## config.mk

```make
export PLATFORM = sky130hd
export DESIGN_NAME = utf8_codepage_transcoder_flat
export DESIGN_NICKNAME = d
export VERILOG_FILES = /design/src/hdl/ucp_pkg.sv /design/src/hdl/ucp_channels.sv /design/src/hdl/ucp_table.sv /design/src/hdl/ucp_dec.sv /design/src/hdl/utf8_codepage_transcoder.sv /design/src/flat_wrapper.sv
export SDC_FILE = /design/constraint.sdc
export NUM_CORES = 2
export LEC_CHECK = 0
export BUFFER_PORTS_ARGS = -buffer_cell sky130_fd_sc_hd__buf_2
export CAP_MARGIN = 20
export CELL_PAD_IN_SITES_DETAIL_PLACEMENT = 0
export CELL_PAD_IN_SITES_GLOBAL_PLACEMENT = 1
export CORE_MARGIN = 2
export CORE_UTILIZATION = 51
export DETAILED_ROUTE_END_ITERATION = 10
export HOLD_SLACK_MARGIN = 0.05
export PLACE_DENSITY = 0.76
export SLEW_MARGIN = 10
export SYNTH_ARGS = -nofsm -noshare
export SYNTH_HDL_FRONTEND = slang
export SYNTH_HIERARCHICAL = 1
export SYNTH_SLANG_ARGS = --single-unit
```

## constraint.sdc

```tcl
create_clock -name clk -period 3.1 [get_ports clk]
set_input_delay 0.62 -clock clk [delete_from_list [all_inputs] [get_ports clk]]
set_output_delay 0.62 -clock clk [all_outputs]
set_load 0.03 [all_outputs]
```

## src/hdl/ucp_pkg.sv

```systemverilog
// Package for the UTF-8 / code page transcoder: command codes, constants,
// the decoder status struct and a small helper function.
// No dependencies.
package ucp_pkg;

    localparam int TABLE_ENTRIES_DEF = 128;
    localparam int POINT_W           = 21;
    localparam int VALUE_W           = 16;
    localparam int BYTE_W            = 8;
    localparam int INDEX_W           = 7;
    localparam int CMD_W             = 2;

    localparam logic [CMD_W-1:0] CMD_LOAD   = 2'd0;
    localparam logic [CMD_W-1:0] CMD_DECODE = 2'd1;
    localparam logic [CMD_W-1:0] CMD_ENCODE = 2'd2;

    localparam logic [BYTE_W-1:0]  NO_MAP_BYTE = 8'h7F;
    localparam logic [BYTE_W-1:0]  HIGH_BASE   = 8'h80;
    localparam logic [VALUE_W-1:0] REPLACEMENT = 16'hFFFD;
    localparam logic [POINT_W-1:0] SURR_LO     = 21'h00D800;
    localparam logic [POINT_W-1:0] SURR_HI     = 21'h00DFFF;
    localparam logic [POINT_W-1:0] MAX_POINT   = 21'h10FFFF;

    typedef struct packed {
        logic              bad_cont;
        logic              lead_used;
        logic              lead_emit;
        logic [BYTE_W-1:0] lead_byte;
        logic              lead_end;
        logic              seq_done;
    } dec_info_t;

    function automatic logic [POINT_W-1:0] min_for_extra(input logic [1:0] extra);
        logic [POINT_W-1:0] m;
        begin
            case (extra)
                2'd1:    m = 21'h000080;
                2'd2:    m = 21'h000800;
                2'd3:    m = 21'h010000;
                default: m = 21'h000000;
            endcase
            return m;
        end
    endfunction

endpackage

```

## src/hdl/ucp_channels.sv

```systemverilog
// Channel interfaces of the transcoder: request and response, valid/ready.
// Depends on ucp_pkg.
interface ucp_req_if;
    logic                          valid;
    logic                          ready;
    logic [ucp_pkg::CMD_W-1:0]     cmd;
    logic [ucp_pkg::BYTE_W-1:0]    byte_in;
    logic [ucp_pkg::INDEX_W-1:0]   entry_index;
    logic [ucp_pkg::VALUE_W-1:0]   entry_value;

    modport source (output valid, cmd, byte_in, entry_index, entry_value, input ready);
    modport sink   (input valid, cmd, byte_in, entry_index, entry_value, output ready);
endinterface

interface ucp_rsp_if;
    logic                          valid;
    logic                          ready;
    logic [ucp_pkg::BYTE_W-1:0]    out_byte;
    logic                          last_of_run;
    logic                          string_end;

    modport source (output valid, out_byte, last_of_run, string_end, input ready);
    modport sink   (input valid, out_byte, last_of_run, string_end, output ready);
endinterface

```

## src/hdl/ucp_table.sv

```systemverilog
// Code table memory: one write port, one registered read port, per-entry valid flags.
// Entries never written read as zero. Depends on ucp_pkg.
module ucp_table #(
    parameter int TABLE_ENTRIES = ucp_pkg::TABLE_ENTRIES_DEF
) (
    input  logic                          clk,
    input  logic                          rst_n,
    input  logic                          wr_en,
    input  logic [$clog2(TABLE_ENTRIES)-1:0] wr_addr,
    input  logic [ucp_pkg::VALUE_W-1:0]   wr_data,
    input  logic                          rd_en,
    input  logic [$clog2(TABLE_ENTRIES)-1:0] rd_addr,
    output logic [ucp_pkg::VALUE_W-1:0]   rd_data
);

    logic [ucp_pkg::VALUE_W-1:0] mem [TABLE_ENTRIES];
    logic [TABLE_ENTRIES-1:0]    vld_reg;
    logic [ucp_pkg::VALUE_W-1:0] rd_data_reg;
    logic                        rd_vld_reg;

    always_ff @(posedge clk)
    begin
        if (wr_en)
        begin
            mem[wr_addr] <= wr_data;
        end
        if (rd_en)
        begin
            rd_data_reg <= mem[rd_addr];
        end
    end

    always_ff @(posedge clk or negedge rst_n)
    begin
        if (!rst_n)
        begin
            vld_reg    <= '0;
            rd_vld_reg <= 1'b0;
        end
        else
        begin
            if (wr_en)
            begin
                vld_reg[wr_addr] <= 1'b1;
            end
            if (rd_en)
            begin
                rd_vld_reg <= vld_reg[rd_addr];
            end
        end
    end

    assign rd_data = rd_vld_reg ? rd_data_reg : '0;

endmodule

```

## src/hdl/ucp_dec.sv

```systemverilog
// UTF-8 decoder state: partial code point, pending and sequence byte counts,
// byte classification and the range check of a completed code point. Depends on ucp_pkg.
module ucp_dec (
    input  logic                          clk,
    input  logic                          rst_n,
    input  logic                          step,
    input  logic [ucp_pkg::BYTE_W-1:0]    byte_in,
    output ucp_pkg::dec_info_t            info,
    output logic [ucp_pkg::POINT_W-1:0]   point,
    output logic                          point_ok
);

    logic [ucp_pkg::POINT_W-1:0] partial_reg, partial_next;
    logic [1:0]                  pend_reg, pend_next;
    logic [1:0]                  extra_reg, extra_next;
    logic [1:0]                  lead_extra;
    logic [ucp_pkg::POINT_W-1:0] lead_point;
    logic                        is_cont;
    logic                        idle_seq;

    assign idle_seq = (pend_reg == 2'd0);
    assign is_cont  = (byte_in[7:6] == 2'b10);

    always_comb
    begin
        info.lead_emit = 1'b1;
        info.lead_byte = ucp_pkg::NO_MAP_BYTE;
        info.lead_end  = 1'b0;
        lead_extra     = 2'd0;
        lead_point     = '0;
        case (byte_in) inside
            8'h00:
            begin
                info.lead_byte = 8'h00;
                info.lead_end  = 1'b1;
            end
            [8'h01:8'h7F]:
            begin
                info.lead_byte = byte_in;
            end
            [8'hC0:8'hDF]:
            begin
                info.lead_emit = 1'b0;
                lead_extra     = 2'd1;
                lead_point     = ucp_pkg::POINT_W'(byte_in[4:0]);
            end
            [8'hE0:8'hEF]:
            begin
                info.lead_emit = 1'b0;
                lead_extra     = 2'd2;
                lead_point     = ucp_pkg::POINT_W'(byte_in[3:0]);
            end
            [8'hF0:8'hF7]:
            begin
                info.lead_emit = 1'b0;
                lead_extra     = 2'd3;
                lead_point     = ucp_pkg::POINT_W'(byte_in[2:0]);
            end
            default:
            begin
                info.lead_byte = ucp_pkg::NO_MAP_BYTE;
            end
        endcase
        info.bad_cont  = !idle_seq && !is_cont;
        info.lead_used = idle_seq || !is_cont;
        info.seq_done  = !idle_seq && is_cont && (pend_reg == 2'd1);
    end

    always_comb
    begin
        partial_next = partial_reg;
        pend_next    = pend_reg;
        extra_next   = extra_reg;
        if (step)
        begin
            if (info.lead_used)
            begin
                if (info.lead_emit)
                begin
                    pend_next = 2'd0;
                end
                else
                begin
                    partial_next = lead_point;
                    extra_next   = lead_extra;
                    pend_next    = lead_extra;
                end
            end
            else
            begin
                partial_next = {partial_reg[ucp_pkg::POINT_W-7:0], byte_in[5:0]};
                pend_next    = pend_reg - 2'd1;
            end
        end
    end

    always_ff @(posedge clk or negedge rst_n)
    begin
        if (!rst_n)
        begin
            partial_reg <= '0;
            pend_reg    <= 2'd0;
            extra_reg   <= 2'd0;
        end
        else
        begin
            partial_reg <= partial_next;
            pend_reg    <= pend_next;
            extra_reg   <= extra_next;
        end
    end

    assign point    = partial_reg;
    assign point_ok = (partial_reg >= ucp_pkg::min_for_extra(extra_reg))
                   && (partial_reg <= ucp_pkg::MAX_POINT)
                   && !((partial_reg >= ucp_pkg::SURR_LO) && (partial_reg <= ucp_pkg::SURR_HI));

endmodule

```

## src/hdl/utf8_codepage_transcoder.sv

```systemverilog
// Top level of the UTF-8 / code page transcoder: sequencer, table search and output register.
// Depends on ucp_pkg, ucp_channels, ucp_table and ucp_dec.
//
//   Channel  Role  Transaction
//   req      sink  one command: load entry, decode UTF-8 byte or encode code-page byte
//   rsp      src   one output byte with last_of_run and string_end flags
//
// A load writes its table entry when accepted. A completed decode sequence searches
// the table one entry per cycle through the single read port of the table memory.
// Reset clears the table valid flags at once; no clearing pass.
// req.ready is high only while the sequencer is idle; rsp back-pressure holds emission.
module utf8_codepage_transcoder #(
    parameter int TABLE_ENTRIES = ucp_pkg::TABLE_ENTRIES_DEF
) (
    input  logic      clk,
    input  logic      rst_n,
    ucp_req_if.sink   req,
    ucp_rsp_if.source rsp
);

    localparam int IDX_W = $clog2(TABLE_ENTRIES);
    localparam int CNT_W = IDX_W + 1;

    typedef enum logic [4:0] {
        ST_IDLE   = 5'b00001,
        ST_CHECK  = 5'b00010,
        ST_SEARCH = 5'b00100,
        ST_LOOKUP = 5'b01000,
        ST_EMIT   = 5'b10000
    } state_t;

    state_t                     state_reg, state_next;
    logic [ucp_pkg::BYTE_W-1:0] res_byte_reg [3];
    logic [ucp_pkg::BYTE_W-1:0] res_byte_next [3];
    logic [2:0]                 res_end_reg, res_end_next;
    logic [1:0]                 res_cnt_reg, res_cnt_next;
    logic [1:0]                 res_idx_reg, res_idx_next;
    logic [CNT_W-1:0]           search_cnt_reg, search_cnt_next;
    logic                       cmp_pend_reg, cmp_pend_next;
    logic [IDX_W-1:0]           cmp_idx_reg, cmp_idx_next;

    logic                       out_valid_reg, out_valid_next;
    logic [ucp_pkg::BYTE_W-1:0] out_byte_reg, out_byte_next;
    logic                       out_last_reg, out_last_next;
    logic                       out_end_reg, out_end_next;

    logic                       accept;
    logic                       dec_step;
    logic                       tbl_wr_en;
    logic                       tbl_rd_en;
    logic [IDX_W-1:0]           tbl_rd_addr;
    logic [ucp_pkg::VALUE_W-1:0] tbl_rd_data;
    logic [ucp_pkg::VALUE_W-1:0] enc_value;
    ucp_pkg::dec_info_t         dec_info;
    logic [ucp_pkg::POINT_W-1:0] dec_point;
    logic                       dec_point_ok;
    logic                       hit;
    logic                       out_free;

    assign req.ready = (state_reg == ST_IDLE);
    assign accept    = req.valid && req.ready;
    assign dec_step  = accept && (req.cmd == ucp_pkg::CMD_DECODE);
    assign tbl_wr_en = accept && (req.cmd == ucp_pkg::CMD_LOAD);

    ucp_table #(
        .TABLE_ENTRIES (TABLE_ENTRIES)
    ) u_table (
        .clk     (clk),
        .rst_n   (rst_n),
        .wr_en   (tbl_wr_en),
        .wr_addr (req.entry_index[IDX_W-1:0]),
        .wr_data (req.entry_value),
        .rd_en   (tbl_rd_en),
        .rd_addr (tbl_rd_addr),
        .rd_data (tbl_rd_data)
    );

    ucp_dec u_dec (
        .clk      (clk),
        .rst_n    (rst_n),
        .step     (dec_step),
        .byte_in  (req.byte_in),
        .info     (dec_info),
        .point    (dec_point),
        .point_ok (dec_point_ok)
    );

    assign hit = cmp_pend_reg && (tbl_rd_data == dec_point[ucp_pkg::VALUE_W-1:0])
              && (dec_point[ucp_pkg::POINT_W-1:ucp_pkg::VALUE_W] == '0);
    assign enc_value = (tbl_rd_data == '0) ? ucp_pkg::REPLACEMENT : tbl_rd_data;
    assign out_free  = !out_valid_reg || rsp.ready;

    always_comb
    begin
        state_next      = state_reg;
        res_byte_next   = res_byte_reg;
        res_end_next    = res_end_reg;
        res_cnt_next    = res_cnt_reg;
        res_idx_next    = res_idx_reg;
        search_cnt_next = search_cnt_reg;
        cmp_pend_next   = cmp_pend_reg;
        cmp_idx_next    = cmp_idx_reg;
        tbl_rd_en       = 1'b0;
        tbl_rd_addr     = search_cnt_reg[IDX_W-1:0];
        out_valid_next  = out_valid_reg && !rsp.ready;
        out_byte_next   = out_byte_reg;
        out_last_next   = out_last_reg;
        out_end_next    = out_end_reg;

        case (state_reg)
            ST_IDLE:
            begin
                res_idx_next = 2'd0;
                res_end_next = 3'b000;
                if (accept)
                begin
                    case (req.cmd)
                        ucp_pkg::CMD_DECODE:
                        begin
                            if (dec_info.bad_cont)
                            begin
                                res_byte_next[0] = ucp_pkg::NO_MAP_BYTE;
                                res_byte_next[1] = dec_info.lead_byte;
                                res_end_next[1]  = dec_info.lead_end;
                                res_cnt_next     = dec_info.lead_emit ? 2'd2 : 2'd1;
                                state_next       = ST_EMIT;
                            end
                            else if (dec_info.lead_used)
                            begin
                                if (dec_info.lead_emit)
                                begin
                                    res_byte_next[0] = dec_info.lead_byte;
                                    res_end_next[0]  = dec_info.lead_end;
                                    res_cnt_next     = 2'd1;
                                    state_next       = ST_EMIT;
                                end
                            end
                            else if (dec_info.seq_done)
                            begin
                                state_next = ST_CHECK;
                            end
                        end
                        ucp_pkg::CMD_ENCODE:
                        begin
                            if (req.byte_in[7])
                            begin
                                tbl_rd_en   = 1'b1;
                                tbl_rd_addr = req.byte_in[IDX_W-1:0];
                                state_next  = ST_LOOKUP;
                            end
                            else
                            begin
                                res_byte_next[0] = req.byte_in;
                                res_cnt_next     = 2'd1;
                                state_next       = ST_EMIT;
                            end
                        end
                        default:
                        begin
                            state_next = ST_IDLE;
                        end
                    endcase
                end
            end
            ST_CHECK:
            begin
                if (dec_point_ok)
                begin
                    search_cnt_next = '0;
                    cmp_pend_next   = 1'b0;
                    state_next      = ST_SEARCH;
                end
                else
                begin
                    res_byte_next[0] = ucp_pkg::NO_MAP_BYTE;
                    res_cnt_next     = 2'd1;
                    state_next       = ST_EMIT;
                end
            end
            ST_SEARCH:
            begin
                if (hit)
                begin
                    res_byte_next[0] = ucp_pkg::HIGH_BASE | ucp_pkg::BYTE_W'(cmp_idx_reg);
                    res_cnt_next     = 2'd1;
                    cmp_pend_next    = 1'b0;
                    state_next       = ST_EMIT;
                end
                else if (search_cnt_reg == CNT_W'(TABLE_ENTRIES))
                begin
                    cmp_pend_next = 1'b0;
                    if (!cmp_pend_reg)
                    begin
                        res_byte_next[0] = ucp_pkg::NO_MAP_BYTE;
                        res_cnt_next     = 2'd1;
                        state_next       = ST_EMIT;
                    end
                end
                else
                begin
                    tbl_rd_en       = 1'b1;
                    tbl_rd_addr     = search_cnt_reg[IDX_W-1:0];
                    cmp_pend_next   = 1'b1;
                    cmp_idx_next    = search_cnt_reg[IDX_W-1:0];
                    search_cnt_next = search_cnt_reg + 1'b1;
                end
            end
            ST_LOOKUP:
            begin
                if (enc_value < 16'h0080)
                begin
                    res_byte_next[0] = enc_value[7:0];
                    res_cnt_next     = 2'd1;
                end
                else if (enc_value < 16'h0800)
                begin
                    res_byte_next[0] = {3'b110, enc_value[10:6]};
                    res_byte_next[1] = {2'b10, enc_value[5:0]};
                    res_cnt_next     = 2'd2;
                end
                else
                begin
                    res_byte_next[0] = {4'b1110, enc_value[15:12]};
                    res_byte_next[1] = {2'b10, enc_value[11:6]};
                    res_byte_next[2] = {2'b10, enc_value[5:0]};
                    res_cnt_next     = 2'd3;
                end
                state_next = ST_EMIT;
            end
            ST_EMIT:
            begin
                if (out_free)
                begin
                    out_valid_next = 1'b1;
                    out_byte_next  = res_byte_reg[res_idx_reg];
                    out_end_next   = res_end_reg[res_idx_reg];
                    out_last_next  = (res_idx_reg == res_cnt_reg - 2'd1);
                    res_idx_next   = res_idx_reg + 2'd1;
                    if (res_idx_reg == res_cnt_reg - 2'd1)
                    begin
                        state_next = ST_IDLE;
                    end
                end
            end
            default:
            begin
                state_next = ST_IDLE;
            end
        endcase
    end

    always_ff @(posedge clk or negedge rst_n)
    begin
        if (!rst_n)
        begin
            state_reg      <= ST_IDLE;
            res_cnt_reg    <= 2'd0;
            res_idx_reg    <= 2'd0;
            search_cnt_reg <= '0;
            cmp_pend_reg   <= 1'b0;
            out_valid_reg  <= 1'b0;
        end
        else
        begin
            state_reg      <= state_next;
            res_cnt_reg    <= res_cnt_next;
            res_idx_reg    <= res_idx_next;
            search_cnt_reg <= search_cnt_next;
            cmp_pend_reg   <= cmp_pend_next;
            out_valid_reg  <= out_valid_next;
        end
    end

    always_ff @(posedge clk)
    begin
        res_byte_reg <= res_byte_next;
        res_end_reg  <= res_end_next;
        cmp_idx_reg  <= cmp_idx_next;
        out_byte_reg <= out_byte_next;
        out_last_reg <= out_last_next;
        out_end_reg  <= out_end_next;
    end

    assign rsp.valid       = out_valid_reg;
    assign rsp.out_byte    = out_byte_reg;
    assign rsp.last_of_run = out_last_reg;
    assign rsp.string_end  = out_end_reg;

`ifndef SYNTHESIS
    a_state_onehot: assert property (@(posedge clk) disable iff (!rst_n)
        $onehot(state_reg))
        else $error("sequencer state not one-hot");

    a_emit_index: assert property (@(posedge clk) disable iff (!rst_n)
        (state_reg == ST_EMIT) |-> (res_idx_reg < res_cnt_reg))
        else $error("emission index past result count");

    a_end_is_last_nul: assert property (@(posedge clk) disable iff (!rst_n)
        (rsp.valid && rsp.string_end) |-> (rsp.last_of_run && (rsp.out_byte == '0)))
        else $error("string end on a non-final or nonzero byte");

    a_search_bound: assert property (@(posedge clk) disable iff (!rst_n)
        (state_reg == ST_SEARCH) |-> (search_cnt_reg <= CNT_W'(TABLE_ENTRIES)))
        else $error("table search ran past the last entry");

    a_search_done: assert property (@(posedge clk) disable iff (!rst_n)
        ((state_reg == ST_SEARCH) && (state_next == ST_EMIT)) |=> !cmp_pend_reg)
        else $error("compare still pending after search ended");
`endif

endmodule
```

## src/flat_wrapper.sv

```systemverilog
// flat-port wrapper written by rule: the top's interface ports become plain ports
module utf8_codepage_transcoder_flat 
#(
    parameter int TABLE_ENTRIES = ucp_pkg::TABLE_ENTRIES_DEF
)
  (clk, rst_n, req_valid, req_cmd, req_byte_in, req_entry_index, req_entry_value, req_ready, rsp_valid, rsp_out_byte, rsp_last_of_run, rsp_string_end, rsp_ready);
  ucp_req_if req_i ();
  ucp_rsp_if rsp_i ();
  input  logic clk;
  input  logic rst_n;
  input wire logic [$bits(req_i.valid)-1:0] req_valid;
  input wire logic [$bits(req_i.cmd)-1:0] req_cmd;
  input wire logic [$bits(req_i.byte_in)-1:0] req_byte_in;
  input wire logic [$bits(req_i.entry_index)-1:0] req_entry_index;
  input wire logic [$bits(req_i.entry_value)-1:0] req_entry_value;
  output wire logic [$bits(req_i.ready)-1:0] req_ready;
  output wire logic [$bits(rsp_i.valid)-1:0] rsp_valid;
  output wire logic [$bits(rsp_i.out_byte)-1:0] rsp_out_byte;
  output wire logic [$bits(rsp_i.last_of_run)-1:0] rsp_last_of_run;
  output wire logic [$bits(rsp_i.string_end)-1:0] rsp_string_end;
  input wire logic [$bits(rsp_i.ready)-1:0] rsp_ready;
  assign req_i.valid = req_valid;
  assign req_i.cmd = req_cmd;
  assign req_i.byte_in = req_byte_in;
  assign req_i.entry_index = req_entry_index;
  assign req_i.entry_value = req_entry_value;
  assign req_ready = req_i.ready;
  assign rsp_valid = rsp_i.valid;
  assign rsp_out_byte = rsp_i.out_byte;
  assign rsp_last_of_run = rsp_i.last_of_run;
  assign rsp_string_end = rsp_i.string_end;
  assign rsp_i.ready = rsp_ready;
  utf8_codepage_transcoder #(.TABLE_ENTRIES(TABLE_ENTRIES)) u_core (.clk(clk), .rst_n(rst_n), .req(req_i), .rsp(rsp_i));
endmodule
```

==> impl_metrics.ini <==
[pwr]
p_switching_mw = 13.8
peakVddDrop_v = 0.000618
p_leak_nw = 34.0
internal-power_mw = 50.4
power.density_nw_per_um2 = 608
pwr-share-comb_pct = 6.2
power.share.switching_pct = 21.5
power_frac_seq_pct = 53.1
clockPowerShare_pct = 40.7

[timing]
fin_crit_ps = 3530
slew_headroom_pct = 33.3
hold_viol = 0
worstMarginPinSlew_ps = 1000
worst_slack_ps = -433
fin_setup_tns_ps = -6300
clock.fmax_ghz = 0.283
finClkSkew_ps = 67.1
finalCritPeriodShare_pct = 114
maxSlewViolCount = 0
setup_viol = 17
rsz0062_at_grt = yes

[setup_path]
crit_arrival_ps = 4120
crit_start = u_core/state_reg[3]
crit_chain = nor2_2 -> and3_4 -> nand4_4 -> mux2_8 -> buf_12 -> buf_12 -> buf_16 -> buf_12 -> buf_16 -> mux4_2 -> mux4_2 -> o22ai_1 -> buf_4 -> nor4_2
r2r_start = u_core/state_reg[3]
criticalPathCategory = flop to flop
max_stage_delay_ps = 560
worst_setup_path_start_kind = flop
critPathTopFamily = multiplexers
worstPathRequired_ps = 3690
path_max_fanout = 10
cp_slowest_cell = mux4_2
cp_common_cell = buf_12
crit_path_end_kind = flop
path_buf_inv = 6

[drt]
drt-wirelength-per-cell_um = 31.2
drtIter0Drc = 5546
drt_first_pass_iters = 5
drc = 0
postRouteWirelength_um = 220000
vias = 44000
postRouteAntennaNets = 0
vias_per_cell = 6.25

[finish]
largest_register_ff_count = 2048
syn_to_final_growth_pct = 19.2
final_nets = 4597
layout-drive-gt1-share_pct = 37.6
final_core_util_pct = 61.4

[synth]
ys_seq_area_share_pct = 76.2
syn-cell-area_um2 = 88600
synthSimpleGateAreaFrac_pct = 3.21
avgSynthCellArea_um2 = 22.3
ys_async_sr_fraction_pct = 7.59
synth_adder_area_share_pct = 0.141
synth-compound-area-share_pct = 1.45
synth-edff-count = 2105
synth_top_family_by_area = multiplexers
synthFlopType = edfxtp_1
ys_ff_latch = 2278
ys_types = 77
syn-num-nets = 4027
muxShareOfSynthArea_pct = 17.5
synthXorXnorAreaFrac_pct = 0.178
syn-instance-count = 3980
yosys_warnings = 6

[clock_tree]
cts_tree = built
ctsRootBufferMaster = clkbuf_16
htree_levels = 4
clk_pin_slew_ps = 60
clkLatencyLatePin_ps = 860
ctsLongestPathBuffers = 3
cts_sinks = 2278
numCtsBuffers = 217

[floorplanning]
pin_count = 49
initial_core_util_pct = 51.5
die-area_um2 = 177000
core_area_um2 = 172000
die-height_um = 421
die_w_um = 421
rows = 152

[global_routing]
grt_usage_pct = 25.2
grt_pass1_wl_um = 317000
grt_pass1_vias = 44300
antenna_found_initial = 4
grt_overflow = 0
grt_max_degree = 129

[placement]
hpwl_um = 133000
globalplace.congestion = 0.845
io_buffer_count = 48

[run_status]
violations = negative setup slack
status = complete, but fails checks

[run]
drv_cap = 0

[worst_hold_path]
hold_path.class = input pin to flop
hp-start = req_byte_in[2]
metrics by stage:
stage | area [µm²] | instances | hold WS, ps | power (mW) | worst slack (ps)
2_1_floorplan | 89100 | 3980 | 324 | 36.9 | -77.1
3_3_place_gp | 97200 | 6607 | 446 | 38.4 | -1340
3_5_place_dp | 97200 | 6607 | 448 | 38.5 | -1300
4_1_cts | 105000 | 7034 | 66.0 | 64.4 | -418
5_1_grt | 106000 | 7045 | 101 | 66.0 | -496
6_report | 106000 | 7046 | 121 | 64.2 | -433
layout by cell type (no fill, tap or decap), types with 14 or more instances in the layout:
master / Yosys / routed
clkinv_2: 0 / 38
xnor2_1: 15 / 15
o22ai_1: 66 / 29
buf_16: 0 / 14
or2_2: 141 / 141
buf_4: 16 / 245
mux4_2: 667 / 667
clkbuf_1: 80 / 49
buf_2: 85 / 31
o22ai_4: 0 / 18
buf_6: 11 / 30
o22ai_2: 0 / 19
mux2i_1: 35 / 34
edfxtp_1: 2105 / 2105
nor2_2: 1 / 27
nand3_1: 34 / 34
a22o_1: 18 / 18
clkbuf_16: 0 / 225
nand2_1: 63 / 63
nor2_1: 170 / 144
buf_12: 0 / 223
o21ai_0: 34 / 34
and2_1: 19 / 19
clkinv_1: 1 / 52
a21oi_1: 18 / 18
inv_1: 16 / 16
dfrtp_1: 172 / 172
bufinv_16: 0 / 19
per-layer routing:
| metal | wire, µm | GRT usage [%] |
|---|---|---|
| met5 | 0 | 0 |
| met2 | 108000 | 40.7 |
| met4 | 4430 | 5.72 |
| met3 | 20600 | 5.10 |
| met1 | 87000 | 35.8 |
power by group through the flow:
stage | registers (mW) | logic [mW] | clock network (mW)
floorplan | 34.6 | 2.24 | 0
global placement | 34.7 | 3.71 | 0
detailed placement | 34.7 | 3.78 | 0
CTS | 34.0 | 3.93 | 26.5
global route | 34.1 | 4.27 | 27.7
finish | 34.0 | 4.01 | 26.1
worst register-to-register path, stage by stage, from the launching register on:
cell and delay, ps:
dfrtp_1 400, nor2_2 130, and3_4 220, nand4_4 100
mux2_8 380, buf_12 160, buf_12 170, buf_16 150
buf_12 130, buf_16 140, mux4_2 410, mux4_2 560
o22ai_1 160, buf_4 130, nor4_2 40
area by class of cell:
class	count	area (µm²)
Sequential cell	2278	67500
Timing Repair Buffer	557	7480
Antenna cell	2	5.00
Clock buffer	271	5680
Inverter	17	63.8
Clock inverter	132	1390
Tap cell	2310	2890
Fill cell	11500	66500
Multi-Input combinational cell	1479	20500
cell families after synthesis:
kind of cell / after synthesis
and+or+nand+nor: 545
muxes: 716
adders and majority gates: 10
AOI/OAI and AO/OA: 189
buffers and inverters: 223
DFF: 2278
other: 1
xor gates and xnor gates: 18
cell usage after synthesis, types with 12 or more instances:
cell | n | area, µm²
buf_1 | 13 | 48.8
dfrtp_1 | 172 | 4300
clkbuf_1 | 80 | 300
nor4_1 | 21 | 131
mux2i_1 | 35 | 350
o21ai_0 | 34 | 170
and2_1 | 19 | 119
mux2_2 | 13 | 146
mux4_2 | 667 | 15000
nand4_1 | 13 | 81.3
a22o_1 | 18 | 158
buf_4 | 16 | 120
nand3_1 | 34 | 170
nand2_1 | 63 | 236
o22ai_1 | 66 | 413
buf_2 | 85 | 425
edfxtp_1 | 2105 | 63200
inv_1 | 16 | 60.1
or2_2 | 141 | 882
nor2b_1 | 14 | 87.6
nor3_1 | 12 | 60.1
nor2_1 | 170 | 638
xnor2_1 | 15 | 131
a21oi_1 | 18 | 90.1
repair_timing:
action,4_1_cts,5_1_grt
gates cloned,4,8
hold buffers,2,0
endpoints found under the hold margin,53,0
setup endpoints to repair,17,21
resized for setup,84,38
pin swaps,12,13
setup buffers,19,6
worst paths after layout:
path                       cells after the start  slack, ps                       endpoint
setup reg to reg                              14       -430  u_core/u_table/rd_data_reg[9]
hold reg to reg                                1        460     u_core/u_table/vld_reg[39]
setup / recovery                              14       -430  u_core/u_table/rd_data_reg[9]
min in group asynchronous                      2        310               u_core/rsp.valid
hold / removal                                 2        120          u_core/u_dec/point[2]
max in group asynchronous                      3       2020     u_core/u_table/vld_reg[26]
Power figures use the tool's default switching activity.
